`src/rtl/core/mst_pkg.sv`:
```
package mst_pkg;

    // Operation codes carried in the func field of an input item.
    typedef enum logic [1:0] {
        FUNC_ATTACH = 2'd0,
        FUNC_DETACH = 2'd1,
        FUNC_TICK   = 2'd2,
        FUNC_QUERY  = 2'd3
    } t_func;

    // Controller states.
    typedef enum logic [2:0] {
        ST_IDLE,
        ST_QREAD,
        ST_QCALC,
        ST_SCAN,
        ST_EMIT
    } t_state;

    // Status codes.
    localparam logic STATUS_OK   = 1'b0;
    localparam logic STATUS_FAIL = 1'b1;

    // Seconds to milliseconds.
    localparam logic [31:0] MS_PER_SEC = 32'd1000;

    // One input item.
    typedef struct packed {
        t_func       func;
        logic [3:0]  slot;
        logic [31:0] interval;
        logic        interval_in_seconds;
        logic [15:0] repeat_count;
    } t_item;

    // One result item.
    typedef struct packed {
        logic        status;
        logic        fired;
        logic [3:0]  fired_slot;
        logic [31:0] remaining;
        logic [4:0]  active_count;
        logic        last;
    } t_result;

    // One entry of the slot memory.
    typedef struct packed {
        logic [31:0] start;
        logic [31:0] interval;
        logic [15:0] repeats;
    } t_slot_entry;

endpackage

```
`src/rtl/core/multi_slot_repeat_timer.sv`:
```
// Timer table of SLOTS slots on a 32-bit millisecond counter. An item is taken
// when start is high and busy is low; each result appears for one cycle with
// o_strobe and cannot be held off. Attach and detach answer in the next cycle
// and never raise busy, so they may be issued back to back. A query keeps busy
// high through its read state and its calculate state and answers as busy
// falls. A tick scans the slot memory one slot per cycle through its single
// read and single write port, then walks the slot indexes in order up to the
// last fired slot, sending one result for each fired slot, or one empty result,
// with last on the final one. Results carry the active slot count after the
// whole tick.
module multi_slot_repeat_timer import mst_pkg::*; #(
    parameter int SLOTS = 16
) (
    input  logic    i_clk,
    input  logic    i_rst_n,
    input  logic    start,
    output logic    busy,
    input  t_item   i_item,
    output logic    o_strobe,
    output t_result o_result
);

    localparam int SW = (SLOTS > 1) ? $clog2(SLOTS) : 1;
    localparam int CW = $clog2(SLOTS + 1);

    t_state            r_state, n_state;
    logic [31:0]       r_now, n_now;
    logic [SLOTS-1:0]  r_act, n_act;
    logic [CW-1:0]     r_cnt, n_cnt;
    logic [CW-1:0]     r_idx, n_idx;
    logic              r_pv, n_pv;
    logic [SW-1:0]     r_pidx, n_pidx;
    logic [SLOTS-1:0]  r_mask, n_mask;
    logic [31:0]       r_el, n_el;
    logic              r_qhit, n_qhit;
    logic              r_strobe, n_strobe;
    t_result           r_res, n_res;

    logic              mem_we, mem_re;
    logic [SW-1:0]     mem_waddr, mem_raddr;
    t_slot_entry       mem_wdata, mem_rdata;

    logic              accept;
    logic              in_range;
    logic [SW-1:0]     slot_a;
    logic [31:0]       scan_el;
    logic [32:0]       q_diff;

    mst_slot_mem #(
        .DEPTH (SLOTS),
        .AW    (SW)
    ) u_mem (
        .i_clk   (i_clk),
        .i_we    (mem_we),
        .i_waddr (mem_waddr),
        .i_wdata (mem_wdata),
        .i_re    (mem_re),
        .i_raddr (mem_raddr),
        .o_rdata (mem_rdata)
    );

    assign busy     = (r_state != ST_IDLE);
    assign accept   = start && !busy;
    assign in_range = (32'(i_item.slot) < SLOTS);
    assign slot_a   = SW'(i_item.slot);
    assign scan_el  = r_now - mem_rdata.start;
    assign q_diff   = {1'b0, mem_rdata.interval} - {1'b0, r_el};

    // Control and payload registers.
    always_ff @(posedge i_clk) begin
        if (!i_rst_n) begin
            r_state  <= ST_IDLE;
            r_now    <= '0;
            r_act    <= '0;
            r_cnt    <= '0;
            r_idx    <= '0;
            r_pv     <= 1'b0;
            r_mask   <= '0;
            r_strobe <= 1'b0;
        end else begin
            r_state  <= n_state;
            r_now    <= n_now;
            r_act    <= n_act;
            r_cnt    <= n_cnt;
            r_idx    <= n_idx;
            r_pv     <= n_pv;
            r_mask   <= n_mask;
            r_strobe <= n_strobe;
        end
    end

    always_ff @(posedge i_clk) begin
        r_pidx <= n_pidx;
        r_el   <= n_el;
        r_qhit <= n_qhit;
        r_res  <= n_res;
    end

    // Next state, memory accesses and results.
    always_comb begin
        n_state   = r_state;
        n_now     = r_now;
        n_act     = r_act;
        n_cnt     = r_cnt;
        n_idx     = r_idx;
        n_pv      = r_pv;
        n_pidx    = r_pidx;
        n_mask    = r_mask;
        n_el      = r_el;
        n_qhit    = r_qhit;
        n_strobe  = 1'b0;
        n_res     = r_res;
        mem_we    = 1'b0;
        mem_waddr = slot_a;
        mem_wdata = mem_rdata;
        mem_re    = 1'b0;
        mem_raddr = slot_a;

        case (r_state)
            ST_IDLE: begin
                if (accept) begin
                    n_res = '0;
                    n_res.last = 1'b1;
                    case (i_item.func)
                        FUNC_ATTACH: begin
                            n_res.status = STATUS_FAIL;
                            if (in_range) begin
                                // The slot restarts even when it was already armed.
                                mem_we             = 1'b1;
                                mem_wdata.start    = r_now;
                                mem_wdata.interval = i_item.interval_in_seconds ?
                                    32'(i_item.interval * MS_PER_SEC) : i_item.interval;
                                mem_wdata.repeats  = i_item.repeat_count;
                                if (!r_act[slot_a]) begin
                                    n_act[slot_a] = 1'b1;
                                    n_cnt         = r_cnt + CW'(1);
                                    n_res.status  = STATUS_OK;
                                end
                            end
                            n_res.active_count = 5'(n_cnt);
                            n_strobe           = 1'b1;
                        end
                        FUNC_DETACH: begin
                            n_res.status = STATUS_FAIL;
                            if (in_range && r_act[slot_a]) begin
                                n_act[slot_a] = 1'b0;
                                n_cnt         = r_cnt - CW'(1);
                                n_res.status  = STATUS_OK;
                            end
                            n_res.active_count = 5'(n_cnt);
                            n_strobe           = 1'b1;
                        end
                        FUNC_QUERY: begin
                            mem_re  = 1'b1;
                            n_qhit  = in_range && r_act[slot_a];
                            n_state = ST_QREAD;
                        end
                        FUNC_TICK: begin
                            n_now   = r_now + 32'd1;
                            n_idx   = '0;
                            n_pv    = 1'b0;
                            n_mask  = '0;
                            n_state = ST_SCAN;
                        end
                        default: begin
                            n_state = ST_IDLE;
                        end
                    endcase
                end
            end

            // Query: elapsed time first, then the remainder against the interval.
            ST_QREAD: begin
                n_el    = scan_el;
                n_state = ST_QCALC;
            end

            ST_QCALC: begin
                n_res              = '0;
                n_res.last         = 1'b1;
                n_res.active_count = 5'(r_cnt);
                if (r_qhit && !q_diff[32]) begin
                    n_res.remaining = q_diff[31:0];
                end
                n_strobe = 1'b1;
                n_state  = ST_IDLE;
            end

            // Scan: read slot r_idx while slot r_pidx, read last cycle, is updated.
            ST_SCAN: begin
                if (r_idx < CW'(SLOTS)) begin
                    mem_re    = 1'b1;
                    mem_raddr = r_idx[SW-1:0];
                    n_pv      = 1'b1;
                    n_pidx    = r_idx[SW-1:0];
                    n_idx     = r_idx + CW'(1);
                end else begin
                    n_pv    = 1'b0;
                    n_idx   = '0;
                    n_state = ST_EMIT;
                end
                if (r_pv && r_act[r_pidx] && (scan_el >= mem_rdata.interval)) begin
                    mem_we          = 1'b1;
                    mem_waddr       = r_pidx;
                    mem_wdata.start = mem_rdata.start + mem_rdata.interval;
                    if (mem_rdata.repeats != 16'd0) begin
                        mem_wdata.repeats = mem_rdata.repeats - 16'd1;
                        if (mem_rdata.repeats == 16'd1) begin
                            n_act[r_pidx] = 1'b0;
                            n_cnt         = r_cnt - CW'(1);
                        end
                    end
                    n_mask[r_pidx] = 1'b1;
                end
            end

            // Emit: walk the fired mask in index order, one transfer per fired slot.
            ST_EMIT: begin
                n_res              = '0;
                n_res.active_count = 5'(r_cnt);
                if (r_mask == '0) begin
                    n_res.last = 1'b1;
                    n_strobe   = 1'b1;
                    n_state    = ST_IDLE;
                end else begin
                    if (r_mask[r_idx[SW-1:0]]) begin
                        n_mask[r_idx[SW-1:0]] = 1'b0;
                        n_res.fired           = 1'b1;
                        n_res.fired_slot      = 4'(r_idx);
                        n_res.last            = (n_mask == '0);
                        n_strobe              = 1'b1;
                        if (n_mask == '0) begin
                            n_state = ST_IDLE;
                        end
                    end
                    n_idx = r_idx + CW'(1);
                end
            end

            default: begin
                n_state = ST_IDLE;
            end
        endcase
    end

    assign o_strobe = r_strobe;
    assign o_result = r_res;

`ifndef ASSERT_OFF
    // The active count always matches the number of armed slots.
    a_count_matches: assert property (@(posedge i_clk) disable iff (!i_rst_n)
        r_cnt == CW'($countones(r_act)))
        else $error("active count differs from the armed slot bits");

    // An empty result is always the only and final one of its step.
    a_empty_is_last: assert property (@(posedge i_clk) disable iff (!i_rst_n)
        o_strobe && !o_result.fired |-> o_result.last)
        else $error("result without a fire is not marked last");

    // Busy drops only together with the final transfer of the step.
    a_busy_ends_on_last: assert property (@(posedge i_clk) disable iff (!i_rst_n)
        $fell(busy) && $past(i_rst_n) |-> o_strobe && o_result.last)
        else $error("busy dropped without the final transfer");

    // A fired slot always lies inside the table.
    a_fired_in_range: assert property (@(posedge i_clk) disable iff (!i_rst_n)
        o_strobe && o_result.fired |-> (32'(o_result.fired_slot) < SLOTS))
        else $error("fired slot outside the table");
`endif

endmodule

```
`src/rtl/core/mst_slot_mem.sv`:
```
module mst_slot_mem import mst_pkg::*; #(
    parameter int DEPTH = 16,
    parameter int AW    = 4
) (
    input  logic          i_clk,
    input  logic          i_we,
    input  logic [AW-1:0] i_waddr,
    input  t_slot_entry   i_wdata,
    input  logic          i_re,
    input  logic [AW-1:0] i_raddr,
    output t_slot_entry   o_rdata
);

    t_slot_entry r_mem [DEPTH];
    t_slot_entry r_rdata;

    // Write port.
    always_ff @(posedge i_clk) begin
        if (i_we) begin
            r_mem[i_waddr] <= i_wdata;
        end
    end

    // Registered read port; the data holds until the next read.
    always_ff @(posedge i_clk) begin
        if (i_re) begin
            r_rdata <= r_mem[i_raddr];
        end
    end

    assign o_rdata = r_rdata;

endmodule

```
`config.mk`:
```
export PLATFORM = sky130hd
export DESIGN_NAME = multi_slot_repeat_timer
export DESIGN_NICKNAME = d
export VERILOG_FILES = /design/src/rtl/core/mst_pkg.sv /design/src/rtl/core/multi_slot_repeat_timer.sv /design/src/rtl/core/mst_slot_mem.sv
export SDC_FILE = /design/constraint.sdc
export NUM_CORES = 2
export LEC_CHECK = 0
export BUFFER_PORTS_ARGS = -buffer_cell sky130_fd_sc_hd__buf_4
export CORE_ASPECT_RATIO = 1.4
export CORE_MARGIN = 4
export CORE_UTILIZATION = 55
export CTS_BUF_LIST = sky130_fd_sc_hd__clkbuf_16
export DETAILED_ROUTE_END_ITERATION = 7
export GPL_TIMING_DRIVEN = 0
export HOLD_SLACK_MARGIN = 0.06
export PLACE_DENSITY_LB_ADDON = 0.2
export SYNTH_ARGS = -nofsm -noshare
export SYNTH_HDL_FRONTEND = slang
export SYNTH_HIERARCHICAL = 1
export SYNTH_SLANG_ARGS = --single-unit
```
`constraint.sdc`:
```
create_clock -name i_clk -period 20.5 [get_ports i_clk]
set_clock_uncertainty 0.05 [all_clocks]
set_input_delay 4.1 -clock i_clk [delete_from_list [all_inputs] [get_ports i_clk]]
set_output_delay 4.1 -clock i_clk [all_outputs]
set_load 0.03 [all_outputs]
```
# After elaboration in Yosys (flattened, before gate mapping)
# Memory sizes are Yosys's and may differ from the RTL's. A register that Yosys moved wholly into a read port is not among the register bits.
# Cells that the tools add are included.
[classes]
n_addsub = 8
n_mul = 1
order_cmp = 8
eq_ne = 22
mux = 88
n_bitwise = 8
n_reduce_logical = 29
[ops]
columns = ["cell", "n"]
rows = [
  ["16-bit 2-to-1 mux", 13],
  ["80-bit 2-to-1 mux", 2],
  ["44-bit case mux with 3 select lines", 1],
  ["32-bit 2-to-1 mux", 4],
  ["16-bit case mux with 2 select lines", 3],
  ["32-bit case mux with 2 select lines", 1],
  ["5-bit 2-to-1 mux", 12],
  ["16-bit AND", 3],
  ["16-bit NOT", 3],
  ["16-bit case mux with 3 select lines", 1],
  ["44-bit 2-to-1 mux", 1],
  ["32-bit by 32-bit subtractor with 33-bit output", 1],
  ["32-bit by 1-bit adder with 32-bit output, second input constant", 1],
  ["32-bit adder", 1],
  ["32-bit greater-or-equal comparator", 1],
  ["16-bit logical NOT", 2],
  ["32-bit by 7-bit multiplier with 29-bit output, second input constant", 1],
  ["16-bit OR", 2],
  ["32-bit subtractor", 1],
  ["5-bit case mux with 2 select lines", 3],
  ["1-bit 2-to-1 mux", 24],
  ["16-bit by 1-bit == test with 1-bit output, second input constant", 1],
  ["4-bit 2-to-1 mux", 4],
  ["16-bit nonzero test", 1],
  ["36 further kinds", 77],
]
[word_totals]
reg_bits = 160
ramBits = 1280
out_inout_bits = 46
elab_cells = 182
mem_count = 1
[mem_list]
columns = ["memory", "depth", "width", "rd", "rd_ports_with_merged_regs", "write_ports", "line_no", "source"]
rows = [
  ["u_mem.r_mem", 16, 80, 1, 1, 1, "mst_slot_mem.sv:14", "t_slot_entry r_mem [DEPTH];"],
]

# Depth between registers and ports, before layout
[depth]
ltp_word = 11
ltp_mapped = 27
ltp_nobuf = 26

# Cells and area by module
# Netlist, hierarchy kept.
[by_module_without_submodules]
columns = ["mod", "n_inst", "cells_each", "area_each_um2", "seq_area_each_um2"]
rows = [
  ["mst_slot_mem", 1, 2054, 50223.2, 40839.2],
  ["multi_slot_repeat_timer", 1, 2227, 18542.8, 4013.8],
]

# Worst setup path after synthesis
# No wires, ideal clock.
[synth_timing]
path_kind = "in2reg"
startpoint = "input i_item[54] (netlist bit)"
endpoint = "memory u_mem/r_mem[0][0] (netlist bit), enable pin"
setup_time_ns = 0.616
arrival_ns = 11.215
t_required_ns = 19.834
path_slack_ns = 8.619
path_stages = 8
path_buffers = 1
cell_sequence = "clkbuf_1 nor2b_1 nand2_1 a21oi_1 nand2_2 inv_1 or3b_2 nor3_1"
[synth_between]
elab_chain_cells = 6
[synth_rtl]
columns = ["item", "line_no", "source"]
rows = [
  ["from (decl)", "multi_slot_repeat_timer.sv:18", "input t_item i_item,"],
  ["2-bit logical NOT", "multi_slot_repeat_timer.sv:124", "case (i_item.func)"],
  ["1-bit 2-to-1 mux", "multi_slot_repeat_timer.sv:124", ""],
  ["1-bit 2-to-1 mux", "multi_slot_repeat_timer.sv:121", "if (accept) begin"],
  ["1-bit case mux with 2 select lines", "multi_slot_repeat_timer.sv:119", "case (r_state)"],
  ["named net mem_we", "multi_slot_repeat_timer.sv:39", "logic mem_we, mem_re;"],
  ["1-bit 2-to-1 mux", "mst_slot_mem.sv:19", "if (i_we) begin"],
  ["1-bit 2-to-1 mux (not written as such)", "mst_slot_mem.sv:20", "r_mem[i_waddr] <= i_wdata;"],
  ["to (decl)", "mst_slot_mem.sv:14", ""],
]
# The timed path passes the listed nets, and every way through them passes these cells.

==> impl_metrics.csv <==
group,metric,value,unit
run_status,run_status,"finished with violations",
sta,setup_viol,0,
layout,drive_above_1_share,18.6,%
critical_path,reg2reg_from,"r_now[0]",
placed_design,place_ws,10.12,ns
clocking,path_clk_slew,0.06,ns
sta,slew_headroom,-1.35,%
clocking,clk_latency,0.79,ns
run_status,violations,"capacitance limit, slew limit",
floorplanning,row_count,153,
layout,final_area,78200,um2
clocking,cts_sinks,1520,
critical_path,start_kind,"primary input",
floorplanning,die_x,307,um
critical_path,r2r-end,"u_mem/r_mem[12][27]",
critical_path,reg2reg_slack,11.72,ns
drt,num_vias,40847,
critical_path,rr_worst_depth,30,
critical_path,crit_top_cell,"fa_1",
critical_path,endpoint,"u_mem/r_mem[13][47]",
layout,final_nets,5001,
synthesis,synth_compound_area_share,7.55,%
synthesis,synth-xor-area-share,1.78,%
clocking,cts_hold_buf,0,
synthesis,synth-seq-cells,1520,
placed_design,routabilityCongestion,0.937,
synthesis,synth_edf_count,1441,
critical_path,worst-path-buf-inv,3,
hold_path,hold_path_class,"flop to flop",
layout,area_growth,13.7,%
critical_path,cp-startpoint,"i_item[19]",
global_route,grt_pass1_vias,40857,
clocking,cts_buffers,142,
sta,rsz0062_at_grt,"no",
synthesis,yosysWarnings,6,
sta,setup_ws,11.00,ns
sta,post-route-period-util,46.3,%
sta,hold_viol_final,0,
placed_design,dpl.hpwl,130,mm
floorplanning,core_area,124000,um2
drt,drc,0,
sta,clock.fmax,0.105,GHz
critical_path,path_delay_family,"adder cells",
placed_design,io_buffer_count,98,
clocking,cts_resized,0,
job,maxCapViolCount,1,
critical_path,crit_type,"primary input to flop",
global_route,track_usage,29.0,%
placed_design,placed_cell_area,73600,um2
global_route,grt_start_max_net_pins,47,
drt,drt_wl_total,188,mm
synthesis,synth_fa_ha_area_share,6.23,%
synthesis,ys_types,92,
critical_path,slowest_stage,"a21oi_1",
global_route,antenna_found_initial,6,
floorplanning,ios,104,
floorplanning,dieArea,131000,um2
sta,tightest_slew,1.52,ns
critical_path,cp-end-kind,"flop",
clocking,clk_path_buf_depth,3,
synthesis,synth_simple_gate_area_share,4.90,%
critical_path,crit_required,20.87,ns
pwr,ir_drop,0.0861,mV
clocking,post-cts-setup-buffers,0,
hold_path,min_from,"r_idx[4]",
drt,postRouteAntennaNets,0,
synthesis,avgSynthCellArea,16.1,um2
synthesis,ys_seq_area_share,65.2,%
synthesis,synth_top_family_by_area,"multiplexers",
pwr,power_density,92.1,nW/um2
sta,finalSetupTns,0,ns
critical_path,path_depth,17,
sta,min_period,9.50,ns
hold_path,hold_depth,2,
clocking,cts_root_buf,"clkbuf_16",
synthesis,synth_area,68800,um2
global_route,grt_pass1_wl,274,mm
critical_path,path_max_fanout,16,
drt,dr.pass1.iters,7,
drt,routedWlPerCell,29.3,um
global_route,globalRouteOverflowTotal,0,
synthesis,synth.area.mux_share,11.4,%
layout,final_common_cell,"edfxtp_1",
synthesis,syn_nets,4625,
floorplanning,die_h,426,um
clocking,cts_tree,"built",
critical_path,path_cells,"buf_4, inv_1, fa_1, fa_1, fa_1, fa_1, inv_1, ha_1, or4_1, o221ai_1, o21ai_1, a2bb2oi_1, o31a_1, o21ai_0, xnor2_1, mux2i_1, a21oi_1",
drt,drtIter0Drc,4754,
critical_path,slowest_delay,0.92,ns
synthesis,synthArstFlopShare,0,%
synthesis,syn_inst,4281,
synthesis,synth_ff_type,"edfxtp_1",
floorplanning,initial_utilization,55.3,%
critical_path,arrival,9.87,ns
layout,final_cell_mix,"1441 x edfxtp_1, 330 x mux4_2, 317 x inv_1, 242 x nand2_1, 192 x ha_1",
pwr,p_leak,27.3,nW
drt,viasPerCell,6.38,
sta,drv_slew,8,
clocking,htree_levels,4,
==> kinds of logic (layout without fill, tap and decap cells) <==
group / Yosys count / count (layout)
fa+ha+maj: 286 / 286
flops: 1520 / 1520
buf+inv: 476 / 965
compound gates: 781 / 781
xor+xnor: 138 / 138
other cells: 0 / 3
mux: 365 / 365
simple gates: 715 / 715
==> cell type report <==
| class | count | area (um2) |
|---|---|---|
| diodes | 3 | 7.51 |
| plain buffers | 184 | 888 |
| clock buffers | 146 | 3650 |
| clock inverters | 111 | 830 |
| fillers | 8903 | 46100 |
| inverters | 292 | 1100 |
| multi-input cells | 2285 | 22100 |
| flip-flops and latches | 1520 | 44900 |
| well taps | 1627 | 2040 |
| repair buffers | 232 | 2700 |
==> cells in the mapped netlist, drive strengths merged, types with 12 or more instances <==
cell type / count / area, um2
o21a: 24 / 180
o31ai: 12 / 123
and3: 13 / 81.3
nor2b: 26 / 163
edfxtp: 1441 / 43300
inv: 291 / 1090
clkbuf: 95 / 357
mux4: 334 / 7540
nand4: 24 / 156
and2: 15 / 93.8
xor2: 56 / 490
buf: 89 / 532
mux2i: 23 / 230
o21ai: 163 / 820
a22oi: 181 / 1360
o211ai: 28 / 210
fa: 94 / 1880
a222oi: 15 / 150
a21o: 51 / 383
nand3: 52 / 285
a31oi: 29 / 188
a211oi: 23 / 173
dfxtp: 79 / 1580
nor2: 194 / 741
nand2: 243 / 915
nand2b: 19 / 119
ha: 192 / 2400
a21oi: 168 / 845
or3: 18 / 113
nor4: 13 / 81.3
nor3: 52 / 272
xnor2: 82 / 733
o21bai: 13 / 97.6
==> sequential cells by signal, indices dropped and copies added, names as in the netlist, named ones only <==
signal	cells
u_mem/r_mem	1280
u_mem/o_rdata	80
o_result	44
r_el	32
r_now	32
r_mask	16
r_cnt	5
r_idx	5
r_pidx	4
r_state	3
o_strobe	1
r_pv	1
r_qhit	1
==> per-layer routing <==
| layer | GRT usage, % | vias up | share of wire, % |
|---|---|---|---|
| met5 | 0 | - | 0.029 |
| met3 | 5.88 | 412 | 8.8 |
| met2 | 48.2 | 1993 | 49 |
| met4 | 12.7 | 8 | 4.8 |
| li1 | - | 17532 | - |
| met1 | 37.3 | 20902 | 37 |
==> through the flow <==
| stage | instances | hold WS, ns | total power [mW] | utilization, % |
|---|---|---|---|---|
| floorplan | 4281 | 0.405 | 4.34 | - |
| global placement | 6006 | 0.434 | 4.66 | 57.6 |
| detailed placement | 6137 | 0.441 | 4.69 | 59.3 |
| CTS | 6394 | 0.450 | 7.23 | 62.9 |
| global route | 6398 | 0.485 | 7.48 | 62.9 |
| finish | 6400 | 0.454 | 7.20 | 62.9 |
==> how the worst min path moves through the flow <==
| stage | endpoint |
|---|---|
| 4_1_cts | r_state[2] |
| 6_report | r_state[2] |
| 3_3_place_gp | r_cnt[4] |
| 2_1_floorplan | r_pidx[1] |
| 5_1_grt | r_mask[10] |
| 3_5_place_dp | r_state[2] |
==> power breakdown <==
group | leakage, nW | switching (mW) | total (mW) | internal (mW)
Combinational | 11.3 | 0.693 | 1.16 | 0.463
Sequential | 13.7 | 0.0222 | 3.48 | 3.46
Clock | 2.29 | 1.16 | 2.56 | 1.40
Total | 27.3 | 1.87 | 7.20 | 5.32
==> tightest hold or removal path, stage by stage, from the launching register on <==
cell     delay, ns
dfxtp_1       0.33
nand2_1       0.07
a21oi_1       0.06
No activity file was read; power rests on OpenSTA's default activity.
